**config.mk**
```make
export PLATFORM = sky130hd
export DESIGN_NAME = pink_noise_filter_unit
export DESIGN_NICKNAME = d
export VERILOG_FILES = /design/src/hdl/pnf_pkg.sv /design/src/hdl/pnf_mul.sv /design/src/hdl/pnf_seq.sv /design/src/hdl/pink_noise_filter_unit.sv
export SDC_FILE = /design/constraint.sdc
export NUM_CORES = 2
export LEC_CHECK = 0
export BUFFER_PORTS_ARGS = -buffer_cell sky130_fd_sc_hd__clkbuf_2
export CAP_MARGIN = 30
export CORE_MARGIN = 3
export CORE_UTILIZATION = 35
export CTS_CLUSTER_DIAMETER = 200
export DETAILED_ROUTE_END_ITERATION = 16
export GPL_TIMING_DRIVEN = 0
export HOLD_SLACK_MARGIN = 0.06
export PLACE_DENSITY = 0.56
export SLEW_MARGIN = 10
export SYNTH_ARGS = -nofsm -noshare
export SYNTH_HDL_FRONTEND = slang
export SYNTH_SLANG_ARGS = --single-unit
```
**constraint.sdc**
```tcl
create_clock -name i_clk -period 8.49 [get_ports i_clk]
set_input_delay 1.698 -clock i_clk [delete_from_list [all_inputs] [get_ports i_clk]]
set_output_delay 1.698 -clock i_clk [all_outputs]
set_load 0.005 [all_outputs]
```
**src/hdl/pnf_pkg.sv**
```systemverilog
`default_nettype none

package pnf_pkg;

    // Shared multiplier operand and product widths
    localparam int MUL_A_W    = 25;
    localparam int MUL_B_W    = 24;
    localparam int PROD_W     = MUL_A_W + MUL_B_W;
    localparam int QFRAC      = 23;   // coefficient fraction bits
    localparam int LO_W       = 24;   // low chunk of a split operand
    localparam int NUM_POLES  = 6;
    localparam int POLE_IDX_W = 3;
    localparam int SCALE_W    = 16;
    localparam int OUT_SUM_W  = 42;   // clamped sum, +-2^40
    localparam int OUT_ACC_W  = OUT_SUM_W + SCALE_W + 1;

    typedef logic signed [MUL_B_W-1:0] t_coef;

    localparam t_coef DIRECT_COEF = 24'sd4497972;   // 0.5362
    localparam t_coef DELAY_COEF  = 24'sd972458;    // 0.115926

    // Multiplier issue codes
    typedef enum logic [2:0] {
        MOP_NONE,
        MOP_DIRECT,
        MOP_DELAY,
        MOP_FB_LO,
        MOP_FB_HI,
        MOP_IN,
        MOP_OUT_LO,
        MOP_OUT_HI
    } t_mop;

    typedef enum logic [3:0] {
        ST_IDLE,
        ST_DIRECT,
        ST_DELAY,
        ST_POLE,
        ST_DRAIN,
        ST_SUMUP,
        ST_CLAMP,
        ST_OUT_LO,
        ST_OUT_HI,
        ST_OUT_ACC,
        ST_FINAL
    } t_state;

    typedef struct packed {
        t_mop                  op;
        logic [POLE_IDX_W-1:0] pole;
        logic                  clamp;
        logic                  fin;
    } t_ctrl;

    function automatic t_coef fb_coef(input logic [POLE_IDX_W-1:0] k);
        t_coef c;
        case (k)
            3'd0:    c = 24'sd8379045;
            3'd1:    c = 24'sd8332572;
            3'd2:    c = 24'sd8128561;
            3'd3:    c = 24'sd7268729;
            3'd4:    c = 24'sd4613734;
            3'd5:    c = -24'sd6388764;
            default: c = '0;
        endcase
        return c;
    endfunction

    function automatic t_coef in_coef(input logic [POLE_IDX_W-1:0] k);
        t_coef c;
        case (k)
            3'd0:    c = 24'sd465718;
            3'd1:    c = 24'sd629782;
            3'd2:    c = 24'sd1290604;
            3'd3:    c = 24'sd2604542;
            3'd4:    c = 24'sd4470727;
            3'd5:    c = -24'sd141751;
            default: c = '0;
        endcase
        return c;
    endfunction

endpackage

`default_nettype wire

```
**src/hdl/pnf_mul.sv**
```systemverilog
`default_nettype none

// Shared signed multiplier, product registered.
module pnf_mul (
    input  wire                                 i_clk,
    input  wire logic signed [pnf_pkg::MUL_A_W-1:0] i_a,
    input  wire logic signed [pnf_pkg::MUL_B_W-1:0] i_b,
    output logic signed [pnf_pkg::PROD_W-1:0]   o_p
);
    import pnf_pkg::*;

    logic signed [PROD_W-1:0] r_p;

    always_ff @(posedge i_clk) begin
        r_p <= i_a * i_b;
    end

    assign o_p = r_p;

endmodule

`default_nettype wire

```
**src/hdl/pnf_seq.sv**
```systemverilog
`default_nettype none

// Step sequencer: one multiplier issue per cycle, then sum, clamp and round.
module pnf_seq (
    input  wire            i_clk,
    input  wire            i_rst_n,
    input  wire            i_start,
    input  wire            i_out_free,
    output logic           o_idle,
    output pnf_pkg::t_ctrl o_ctrl
);
    import pnf_pkg::*;

    localparam logic [1:0] PH_FB_LO = 2'd0;
    localparam logic [1:0] PH_FB_HI = 2'd1;
    localparam logic [1:0] PH_IN    = 2'd2;
    localparam logic [POLE_IDX_W-1:0] LAST_POLE = POLE_IDX_W'(NUM_POLES - 1);

    t_state                r_state, n_state;
    logic [POLE_IDX_W-1:0] r_pole, n_pole;
    logic [1:0]            r_phase, n_phase;

    always_ff @(posedge i_clk) begin
        if (!i_rst_n) begin
            r_state <= ST_IDLE;
            r_pole  <= '0;
            r_phase <= PH_FB_LO;
        end else begin
            r_state <= n_state;
            r_pole  <= n_pole;
            r_phase <= n_phase;
        end
    end

    // next state and step counters
    always_comb begin
        n_state = r_state;
        n_pole  = '0;
        n_phase = PH_FB_LO;
        unique case (r_state)
            ST_IDLE:    if (i_start) n_state = ST_DIRECT;
            ST_DIRECT:  n_state = ST_DELAY;
            ST_DELAY:   n_state = ST_POLE;
            ST_POLE: begin
                if (r_phase == PH_IN) begin
                    n_phase = PH_FB_LO;
                    n_pole  = r_pole + 1'b1;
                    if (r_pole == LAST_POLE) n_state = ST_DRAIN;
                end else begin
                    n_phase = r_phase + 1'b1;
                    n_pole  = r_pole;
                end
            end
            ST_DRAIN:   n_state = ST_SUMUP;
            ST_SUMUP:   n_state = ST_CLAMP;
            ST_CLAMP:   n_state = ST_OUT_LO;
            ST_OUT_LO:  n_state = ST_OUT_HI;
            ST_OUT_HI:  n_state = ST_OUT_ACC;
            ST_OUT_ACC: n_state = ST_FINAL;
            ST_FINAL:   if (i_out_free) n_state = ST_IDLE;
            default:    n_state = ST_IDLE;
        endcase
    end

    // step outputs
    always_comb begin
        o_ctrl.op    = MOP_NONE;
        o_ctrl.pole  = r_pole;
        o_ctrl.clamp = 1'b0;
        o_ctrl.fin   = 1'b0;
        unique case (r_state)
            ST_DIRECT: o_ctrl.op = MOP_DIRECT;
            ST_DELAY:  o_ctrl.op = MOP_DELAY;
            ST_POLE: begin
                case (r_phase)
                    PH_FB_LO: o_ctrl.op = MOP_FB_LO;
                    PH_FB_HI: o_ctrl.op = MOP_FB_HI;
                    default:  o_ctrl.op = MOP_IN;
                endcase
            end
            ST_CLAMP:  o_ctrl.clamp = 1'b1;
            ST_OUT_LO: o_ctrl.op = MOP_OUT_LO;
            ST_OUT_HI: o_ctrl.op = MOP_OUT_HI;
            ST_FINAL:  o_ctrl.fin = i_out_free;
            default:   o_ctrl.op = MOP_NONE;
        endcase
    end

    assign o_idle = (r_state == ST_IDLE);

endmodule

`default_nettype wire

```
**src/hdl/pink_noise_filter_unit.sv**
```systemverilog
`default_nettype none

// Pink noise filter: six one-pole sections plus a one-word delayed term.
// Slave stream: one white sample per word in i_s_tdata (Q1.15 by default).
// Master stream: one pink sample per word in o_m_tdata, saturation flag in
// o_m_tuser. output_scale (Q0.16) sits at byte address 0 of the APB port.
// Timing: a word is accepted only when the sequencer is idle; the result is
// registered as the sequencer returns to idle, and the slave side is ready
// again in that same cycle. The pace is set by a single 25x24 multiplier
// issuing 22 products (two per state product, two for the output gain),
// plus the sum, clamp and rounding steps.
// The output register parts the two sides: a new word is taken while an
// old result waits. If the receiver stalls so long that the next result is
// ready, the sequencer holds in its last step until the register frees.
// Reset (synchronous, active low) clears all filter state, the output valid
// and sets output_scale to 7209 (about 0.11).
module pink_noise_filter_unit #(
    parameter int SAMPLE_WIDTH = 16,
    parameter int STATE_WIDTH  = 32
) (
    input  wire                                         i_clk,
    input  wire                                         i_rst_n,
    // slave stream
    input  wire                                         i_s_tvalid,
    output logic                                        o_s_tready,
    input  wire  [((SAMPLE_WIDTH + 7) / 8) * 8 - 1:0]   i_s_tdata,  // [SW-1:0] white_sample
    // master stream
    output logic                                        o_m_tvalid,
    input  wire                                         i_m_tready,
    output logic [((SAMPLE_WIDTH + 7) / 8) * 8 - 1:0]   o_m_tdata,  // [SW-1:0] pink_sample
    output logic                                        o_m_tuser,  // [0] clipped
    // APB configuration
    input  wire                                         psel,
    input  wire                                         penable,
    input  wire                                         pwrite,
    input  wire  [2:0]                                  paddr,
    input  wire  [31:0]                                 pwdata,
    output logic [31:0]                                 prdata,
    output logic                                        pready
);
    import pnf_pkg::*;

    localparam int TDATA_W   = ((SAMPLE_WIDTH + 7) / 8) * 8;
    localparam int WQ_SHIFT  = MUL_A_W - SAMPLE_WIDTH;
    localparam int ACC_W     = (STATE_WIDTH + MUL_B_W > OUT_ACC_W) ?
                               STATE_WIDTH + MUL_B_W : OUT_ACC_W;
    localparam int RND_ACC_W = ACC_W - QFRAC;
    localparam int RND_P_W   = PROD_W - QFRAC;
    localparam int NEW_W     = RND_ACC_W + 1;
    localparam int SUM_W     = (STATE_WIDTH + 4 > OUT_SUM_W) ? STATE_WIDTH + 4 : OUT_SUM_W;
    localparam int OUT_SH    = 41 - SAMPLE_WIDTH;
    localparam int Y_W       = ACC_W - OUT_SH;

    localparam logic [0:0] REG_SCALE = 1'b0;
    localparam logic [SCALE_W-1:0] SCALE_RESET = 16'd7209;

    localparam logic signed [ACC_W-1:0]  ACC_HALF = ACC_W'(1) << (QFRAC - 1);
    localparam logic signed [PROD_W-1:0] P_HALF   = PROD_W'(1) << (QFRAC - 1);
    localparam logic signed [ACC_W-1:0]  OUT_HALF = ACC_W'(1) << (OUT_SH - 1);
    localparam logic signed [NEW_W-1:0]  ST_MAX   = (NEW_W'(1) << (STATE_WIDTH - 1)) - 1'b1;
    localparam logic signed [NEW_W-1:0]  ST_MIN   = ~ST_MAX;
    localparam logic signed [SUM_W-1:0]  SUM_LIM  = SUM_W'(1) << 40;
    localparam logic signed [SUM_W-1:0]  SUM_NLIM = -SUM_LIM;
    localparam logic signed [Y_W-1:0]    Y_MAX    = (Y_W'(1) << (SAMPLE_WIDTH - 1)) - 1'b1;
    localparam logic signed [Y_W-1:0]    Y_MIN    = ~Y_MAX;

    function automatic logic signed [STATE_WIDTH-1:0] sat_state(
        input logic signed [NEW_W-1:0] v
    );
        logic signed [STATE_WIDTH-1:0] r;
        if (v > ST_MAX)      r = STATE_WIDTH'(ST_MAX);
        else if (v < ST_MIN) r = STATE_WIDTH'(ST_MIN);
        else                 r = STATE_WIDTH'(v);
        return r;
    endfunction

    // control
    t_ctrl                    w_ctrl;
    logic                     w_idle;
    logic                     w_start;
    logic                     w_out_free;
    logic                     w_cfg_wr;
    t_mop                     r_prev_op;
    logic [POLE_IDX_W-1:0]    r_prev_pole;
    logic                     r_pend;
    logic                     r_out_vld;
    logic [SCALE_W-1:0]       r_scale;

    // filter state and datapath
    logic signed [STATE_WIDTH-1:0] r_b [NUM_POLES];
    logic signed [STATE_WIDTH-1:0] r_delay;
    logic signed [STATE_WIDTH-1:0] r_new;
    logic signed [MUL_A_W-1:0]     r_wq;
    logic signed [SUM_W-1:0]       r_sum, n_sum;
    logic signed [ACC_W-1:0]       r_acc, n_acc;
    logic [SAMPLE_WIDTH-1:0]       r_pink;
    logic                          r_clip;

    logic signed [MUL_A_W-1:0]     w_a;
    logic signed [MUL_B_W-1:0]     w_b;
    logic signed [PROD_W-1:0]      w_p;
    logic signed [ACC_W-1:0]       w_p_ext;
    logic signed [RND_ACC_W-1:0]   w_acc_rnd;
    logic signed [RND_P_W-1:0]     w_p_rnd;
    logic signed [STATE_WIDTH-1:0] w_new_sat;
    logic signed [STATE_WIDTH-1:0] w_delay_sat;
    logic signed [Y_W-1:0]         w_y;
    logic [SAMPLE_WIDTH-1:0]       w_y_sat;
    logic                          w_y_clip;

    assign w_start    = i_s_tvalid && w_idle;
    assign w_out_free = !r_out_vld || i_m_tready;
    assign w_cfg_wr   = psel && penable && pwrite && pready;

    pnf_seq u_seq (
        .i_clk      (i_clk),
        .i_rst_n    (i_rst_n),
        .i_start    (w_start),
        .i_out_free (w_out_free),
        .o_idle     (w_idle),
        .o_ctrl     (w_ctrl)
    );

    // operand select for the issue of this step
    always_comb begin
        w_a = '0;
        w_b = '0;
        unique case (w_ctrl.op)
            MOP_DIRECT: begin
                w_a = r_wq;
                w_b = DIRECT_COEF;
            end
            MOP_DELAY: begin
                w_a = r_wq;
                w_b = DELAY_COEF;
            end
            MOP_FB_LO: begin
                w_a = signed'({1'b0, r_b[w_ctrl.pole][LO_W-1:0]});
                w_b = fb_coef(w_ctrl.pole);
            end
            MOP_FB_HI: begin
                w_a = MUL_A_W'(r_b[w_ctrl.pole] >>> LO_W);
                w_b = fb_coef(w_ctrl.pole);
            end
            MOP_IN: begin
                w_a = r_wq;
                w_b = in_coef(w_ctrl.pole);
            end
            MOP_OUT_LO: begin
                w_a = signed'({1'b0, r_sum[LO_W-1:0]});
                w_b = signed'({(MUL_B_W - SCALE_W)'(0), r_scale});
            end
            MOP_OUT_HI: begin
                w_a = MUL_A_W'(r_sum >>> LO_W);
                w_b = signed'({(MUL_B_W - SCALE_W)'(0), r_scale});
            end
            default: begin
                w_a = '0;
                w_b = '0;
            end
        endcase
    end

    pnf_mul u_mul (
        .i_clk (i_clk),
        .i_a   (w_a),
        .i_b   (w_b),
        .o_p   (w_p)
    );

    // rounding: add one half, arithmetic shift (floor)
    assign w_p_ext     = ACC_W'(w_p);
    assign w_acc_rnd   = RND_ACC_W'((r_acc + ACC_HALF) >>> QFRAC);
    assign w_p_rnd     = RND_P_W'((w_p + P_HALF) >>> QFRAC);
    assign w_new_sat   = sat_state(NEW_W'(w_acc_rnd) + NEW_W'(w_p_rnd));
    assign w_delay_sat = sat_state(NEW_W'(w_p_rnd));

    // output rounding and saturation
    assign w_y = Y_W'((r_acc + OUT_HALF) >>> OUT_SH);
    always_comb begin
        w_y_clip = 1'b0;
        w_y_sat  = SAMPLE_WIDTH'(w_y);
        if (w_y > Y_MAX) begin
            w_y_sat  = SAMPLE_WIDTH'(Y_MAX);
            w_y_clip = 1'b1;
        end else if (w_y < Y_MIN) begin
            w_y_sat  = SAMPLE_WIDTH'(Y_MIN);
            w_y_clip = 1'b1;
        end
    end

    // product accumulator: split products are joined here
    always_comb begin
        n_acc = r_acc;
        case (r_prev_op) inside
            MOP_FB_LO, MOP_OUT_LO: n_acc = w_p_ext;
            MOP_FB_HI, MOP_OUT_HI: n_acc = r_acc + (w_p_ext <<< LO_W);
            default:               n_acc = r_acc;
        endcase
    end

    // running sum, seeded with the old delayed term
    always_comb begin
        n_sum = r_sum;
        if (w_start) begin
            n_sum = SUM_W'(r_delay);
        end else if (w_ctrl.clamp) begin
            if (r_sum > SUM_LIM)       n_sum = SUM_LIM;
            else if (r_sum < SUM_NLIM) n_sum = SUM_NLIM;
        end else if (r_prev_op == MOP_DIRECT) begin
            n_sum = r_sum + SUM_W'(w_p_rnd);
        end else if (r_pend) begin
            n_sum = r_sum + SUM_W'(r_new);
        end
    end

    // control and filter state
    always_ff @(posedge i_clk) begin
        if (!i_rst_n) begin
            r_prev_op   <= MOP_NONE;
            r_prev_pole <= '0;
            r_pend      <= 1'b0;
            r_out_vld   <= 1'b0;
            r_scale     <= SCALE_RESET;
            r_delay     <= '0;
            for (int i = 0; i < NUM_POLES; i++) begin
                r_b[i] <= '0;
            end
        end else begin
            r_prev_op   <= w_ctrl.op;
            r_prev_pole <= w_ctrl.pole;
            r_pend      <= (r_prev_op == MOP_IN);
            if (r_prev_op == MOP_IN) begin
                r_b[r_prev_pole] <= w_new_sat;
            end
            if (r_prev_op == MOP_DELAY) begin
                r_delay <= w_delay_sat;
            end
            if (w_ctrl.fin) begin
                r_out_vld <= 1'b1;
            end else if (i_m_tready) begin
                r_out_vld <= 1'b0;
            end
            if (w_cfg_wr && paddr[2] == REG_SCALE) begin
                r_scale <= pwdata[SCALE_W-1:0];
            end
        end
    end

    // payload
    always_ff @(posedge i_clk) begin
        if (w_start) begin
            r_wq <= signed'({i_s_tdata[SAMPLE_WIDTH-1:0], {WQ_SHIFT{1'b0}}});
        end
        r_sum <= n_sum;
        r_acc <= n_acc;
        if (r_prev_op == MOP_IN) begin
            r_new <= w_new_sat;
        end
        if (w_ctrl.fin) begin
            r_pink <= w_y_sat;
            r_clip <= w_y_clip;
        end
    end

    assign o_s_tready = w_idle;
    assign o_m_tvalid = r_out_vld;
    assign o_m_tdata  = TDATA_W'(r_pink);
    assign o_m_tuser  = r_clip;
    assign pready     = 1'b1;
    assign prdata     = (paddr[2] == REG_SCALE) ? {(32 - SCALE_W)'(0), r_scale} : '0;

endmodule

`default_nettype wire

```
* After elaboration in Yosys (flattened, before gate mapping)
Memories as Yosys holds them, arrays and structs flattened. A register that Yosys moved wholly into a read port is not among the register bits.
Cells that the tools add are included.
** Storage, ports and cells
- Register bits :: 280
- RAM bits :: 192
- Input bits :: 58
- Output and inout bits :: 52
- Logic and storage cells :: 135
- Memories kept :: 1
** Operators by class
- Add/subtract/negate cells :: 9
- Multipliers :: 1
- Magnitude comparators :: 8
- Equal/unequal tests :: 36
- Multiplexer cells :: 39
- Bitwise logic cells :: 3
- Reductions and logical operators :: 22
** Memories
- r_b :: depth 6, width 32, read ports 1, clocked after memory_dff 1, write ports 6, RTL line pink_noise_filter_unit.sv:90 : logic signed [STATE_WIDTH-1:0] r_b [NUM_POLES];
** Operators by type and width (number)
- $pmux W24 S6 :: 2
- $mux W42 :: 6
- $mux W32 :: 5
- $pmux W25 S5 :: 1
- $pmux W24 S5 :: 1
- $mux W59 :: 2
- $add A59 B24 Y59 const B :: 1
- $add A59 B26 Y59 const B :: 1
- $add A59 B59 Y59 :: 1
- $add A49 B24 Y49 const B :: 1
- $mul A25 B24 Y49 :: 1
- $pmux W4 S11 :: 1
- $add A42 B26 Y42 :: 1
- $add A42 B32 Y42 :: 1
- $gt A42 B42 Y1 const B :: 1
- $lt A42 B41 Y1 const B :: 1
- $add A36 B26 Y37 :: 1
- $gt A37 B32 Y1 const B :: 1
- $lt A37 B32 Y1 const B :: 1
- $gt A34 B16 Y1 const B :: 1
- $lt A34 B16 Y1 const B :: 1
- $gt A26 B32 Y1 const B :: 1
- $lt A26 B32 Y1 const B :: 1
- $mux W16 :: 2
- other kinds (32) :: 82

* Depth between registers and ports, before layout
- Depth in word-level cells :: 7
- Mapped depth :: 38
- Mapped depth without buffers :: 34

* By module
Synthesis repeated with hierarchy kept, for this count alone.
** Unflattened totals
- Cells, all modules :: 5183
- Area, all modules :: 51028.9 um^2
** Modules (own cells, without submodules)
- pink_noise_filter_unit :: times used 1, cells an instance 2672, area each 27387.5 um^2, sequential area each 13032.5 um^2
- pnf_mul :: times used 1, cells an instance 2439, area each 23010.8 um^2, sequential area each 980.9 um^2
- pnf_seq :: times used 1, cells an instance 72, area each 630.6 um^2, sequential area each 180.2 um^2

* Worst setup path after synthesis
No wires, ideal clock.
- Kind :: register to register
- From :: reg u_seq.r_state[0]
- To :: reg u_mul.r_p[47] (netlist: u_mul.o_p[47])
- Setup time :: 0.072 ns
- Arrival :: 8.873 ns
- Data required time :: 8.418 ns
- Path slack :: -0.455 ns
- Cell stages (with the launch flop) :: 33
- Path buffers :: 5
- Period minus slack after synthesis :: 8.945 ns
- Cell sequence :: dfxtp_1 > nor2b_1 > clkbuf_1 > and3_1 > clkbuf_1 > or2_2 > clkbuf_1 > clkbuf_1 > a221o_1 > clkbuf_1 > nand2_1 > fa_1 > inv_1 > fa_1 > inv_1 > fa_1 > inv_1 > fa_1 > fa_1 > fa_1 > inv_1 > fa_1 > inv_1 > ha_1 > a21o_1 > a21o_1 > a221oi_1 > a21o_1 > o211ai_1 > a211oi_1 > o21ai_0 > o41ai_1 > xnor2_1
** On the way
- Longest elaborated chain between the ends :: 6
- Elaborated cells on any way between the ends :: 19
- Classes of those cells :: mul: 1; eq/ne: 12; mux: 3; reduce/logical: 3
** RTL lines
- start, declared :: RTL line pnf_seq.sv:19 : t_state r_state, n_state;
- start signal, assigned :: RTL line pnf_seq.sv:29 : r_state <= n_state;
- $eq A4 B4 Y1, or another cell as far along :: RTL line pnf_seq.sv:71 : unique case (r_state)
- $pmux W3 S5 (*) :: RTL line pnf_seq.sv:71
- $eq A3 B3 Y1, or another cell as far along :: RTL line pink_noise_filter_unit.sv:128 : unique case (w_ctrl.op)
- $reduce_or A3 Y1 (no line) or $reduce_or A2 Y1 (tied branches)
- $pmux W25 S5 or $pmux W24 S5 (tied branches) :: RTL line pink_noise_filter_unit.sv:128
- $mul A25 B24 Y49 (*) :: RTL line pnf_mul.sv:15 : r_p <= i_a * i_b;
- end signal, assigned :: RTL line pnf_mul.sv:15
- end, declared :: RTL line pnf_mul.sv:12 : logic signed [PROD_W-1:0] r_p;
Mark *: on every way between the ends. The rest lies on a longest branch, timed or not.
A chain may end at the register's enable or synchronous reset.

==> results.md <==
- Status: finished with violations
- H-tree Lvls: 2
- Vias/cell: 5.47
- Cell mode on critical path: fa_1
- Layout Utilization: around two fifths
- Antenna violations before repair: 5
- Die Span Y: 390 µm
- Gr usage total: 24.8%
- Cell accounting for the most synthesized area: fa_1
- Hold WS: about 0.48 ns
- Clock slew at reported path FFs: around 0.07 ns
- Routed wire length: 189000 µm
- TritonCTS clock tree: yes
- Nature of the critical path startpoint: register
- Post-Place Setup Slack: -3.40 ns
- Crit Path Max Fanout: 7
- Die Area: 152000 µm²
- Hold WC Path Type: reg2reg
- Reg area: ~14000 µm²
- Main synth FF type: edfxtp_1
- Initial Utilization: approximately a third
- #FFs+latches synth: 512
- Mapped Area: 51500 µm²
- CTS buffer count: 56
- Synth top area share: 24.6%
- Nets: 6633
- Post-Syn Area per Cell: about 9.7 µm²
- RSZ-0062 raised after global routing: true
- Failing checks: setup timing
- Routed Antenna Nets: 0
- WL/cell: approximately 25 µm
- CP peak stage delay: between 0.5 and 0.6 ns
- Post-layout minimum cycle time: roughly 8.6 ns
- Root buffer cell: clkbuf_16
- Req. time, crit path: approximately 9 ns
- Hold path depth: 1
- Layout cells sized above 1: 17.7%
- Vias: 41.8k
- First-pass GRT wire length: around 280000 µm
- Drt drc: 0
- Cells on worst reg2reg path: 31
- Pin count of the biggest net entering global routing: 36
- Seq/Total Area, Yosys: approximately 28%
- Vias in the first global route: about 42k
- Slowest cell on crit path: fa_2
- Standard-cell rows: 140
- Diode count: 0
- Worst skew pair latency: about 0.68 ns
- # setup viols final: 8
- Tightest Pin Transition: 1.26 ns
- Die W: 390 µm
- Layout Skew: 0.0797 ns
- Final hold viol count: 0
- Synthesized instance count: roughly 5.3k
- Type of the worst setup path: reg2reg
- Post-synth EDFFs: 400
- Pins over their slew limit: 0
- Top Ports: 110
- Yosys warns: 0
- Port Buffer Count: 74
- Worst slew margin relative to its limit: roughly 16%
- Crit path capture type: register
- Arrival time worst endpoint: around 9 ns
- Post-CTS Hold Fix Bufs: 0
- Fmax: about 120 MHz
- Top cells by area, synth: fa_1 25%, edfxtp_1 23%, ha_1 6.3%
- Max clock buf depth: 3
- Sinks on the clock net: slightly above 500
- Most common cell after layout, fill and taps aside: inv_1
- Post-synth ARST share: 0%
- Fillcell total: about 14k
- Commonest non-fill, non-tap cells in the layout: 770 x inv_1, 699 x nand2_1, 597 x fa_1
- Number of distinct library cells after synthesis: 84
- Routability cong.: 0.988
- Period utilization: 102%
- Detailed Place HPWL: roughly 150000 µm
- Initial DRC Count: 4299
- Inst Count DP: between 7k and 8k
- Area Overhead vs Synth: 18.8%
- Core area: 146000 µm²
- Pre-antenna DRT Iters: 6
- Max cap viols: 0
- Layout Cells excl Fill: 7643
- GR Overflow Total: 0
- Multi-input logic area: around 35000 µm²
- PnR worst setup slack: -0.149 ns
worst paths after layout:
kind	startpoint	end	slack (ns)
setup / recovery	register	u_mul.o_p[43]	-0.15
hold / removal	u_seq.r_phase[0]	u_seq.r_phase[0]	0.48
setup reg to reg	register	u_mul.o_p[43]	-0.15
hold reg to reg	u_seq.r_phase[0]	u_seq.r_phase[0]	0.48
synthesized netlist by cell type (33+ instances only):
cell	instances
inv_1	816
nand2_1	724
fa_1	632
edfxtp_1	400
nor2_1	356
a21oi_1	299
ha_1	258
clkbuf_1	208
o21ai_0	169
xnor2_1	151
dfxtp_1	112
xor2_1	89
nand3_1	84
nor3_1	67
and2_1	64
mux4_2	64
a21o_1	58
nor2b_1	53
o22ai_2	50
nand2b_1	45
o22ai_1	43
buf_2	40
mux2i_1	38
and3_1	36
nand4_1	35
o21a_1	33
repair_timing:
action                                  in CTS  in global routing
pin swaps                                  233                 65
endpoints found under the setup margin      38                 22
buffers inserted                           122                 38
cloned                                       7                  0
gates resized for setup                    633                109
endpoints found under the hold margin        0                  0
worst max-delay path: cells and delay by family (launching register included):
family	cells	cell delay (ns)
AO/OA/AOI/OAI	8	1.40
adder cells (fa/ha/maj)	8	3.79
multiplexers	2	0.86
flip-flops	1	0.38
buffers and inverters	9	1.19
AND/OR/NAND/NOR	3	0.64
XOR/XNOR	1	0.19
kinds of logic after synthesis:
kind of cell | after synthesis | synth area share, %
AND/OR/NAND/NOR | 1559 | 13.6
buffers and inverters | 1099 | 8.31
AO/OA/AOI/OAI | 929 | 12.0
adder cells (fa/ha/maj) | 890 | 30.8
flip-flops | 512 | 27.7
XOR/XNOR | 240 | 4.08
multiplexers | 104 | 3.58
other | 2 | 0.0146
through the flow:
step / setup TNS, ns / cell area [µm²]
floorplan: 0 / 51700
global placement: -90.20 / 54400
detailed placement: -68.39 / 55200
CTS: -0.190 / 60500
global route: -2.37 / 61200
finish: -0.694 / 61200
flip-flops by register name, summed over array words and instances, names as in the netlist, 4 cells and up, named ones only:
signal	flops
r_wq	16
o_m_tdata	16
r_sum	42
r_b	256
r_acc	37
r_new	32
r_scale	16
u_mul.o_p	49
u_seq.r_state	4
r_delay	27
final cells by class:
| cell class | count | area share, % |
|---|---|---|
| Buffer | 257 | 3.50 |
| Clock buffer | 73 | 2.46 |
| Clock inverter | 26 | 0.372 |
| Inverter | 818 | 5.07 |
| Multi-Input combinational cell | 3739 | 57.1 |
| Sequential cell | 512 | 23.3 |
| Tap cell | 1917 | 3.92 |
| Timing Repair Buffer | 301 | 4.27 |
per-layer routing:
| layer | track usage (%) | wire length (µm) |
|---|---|---|
| met5 | 0 | 0 |
| met4 | 9.82 | 9280 |
| met3 | 5.19 | 18600 |
| met2 | 39.0 | 85400 |
| met1 | 33.3 | 76100 |
Power is left out: the tool's default activity adds up to more than one toggle a clock period on the data nets, which glitch-free logic cannot reach.
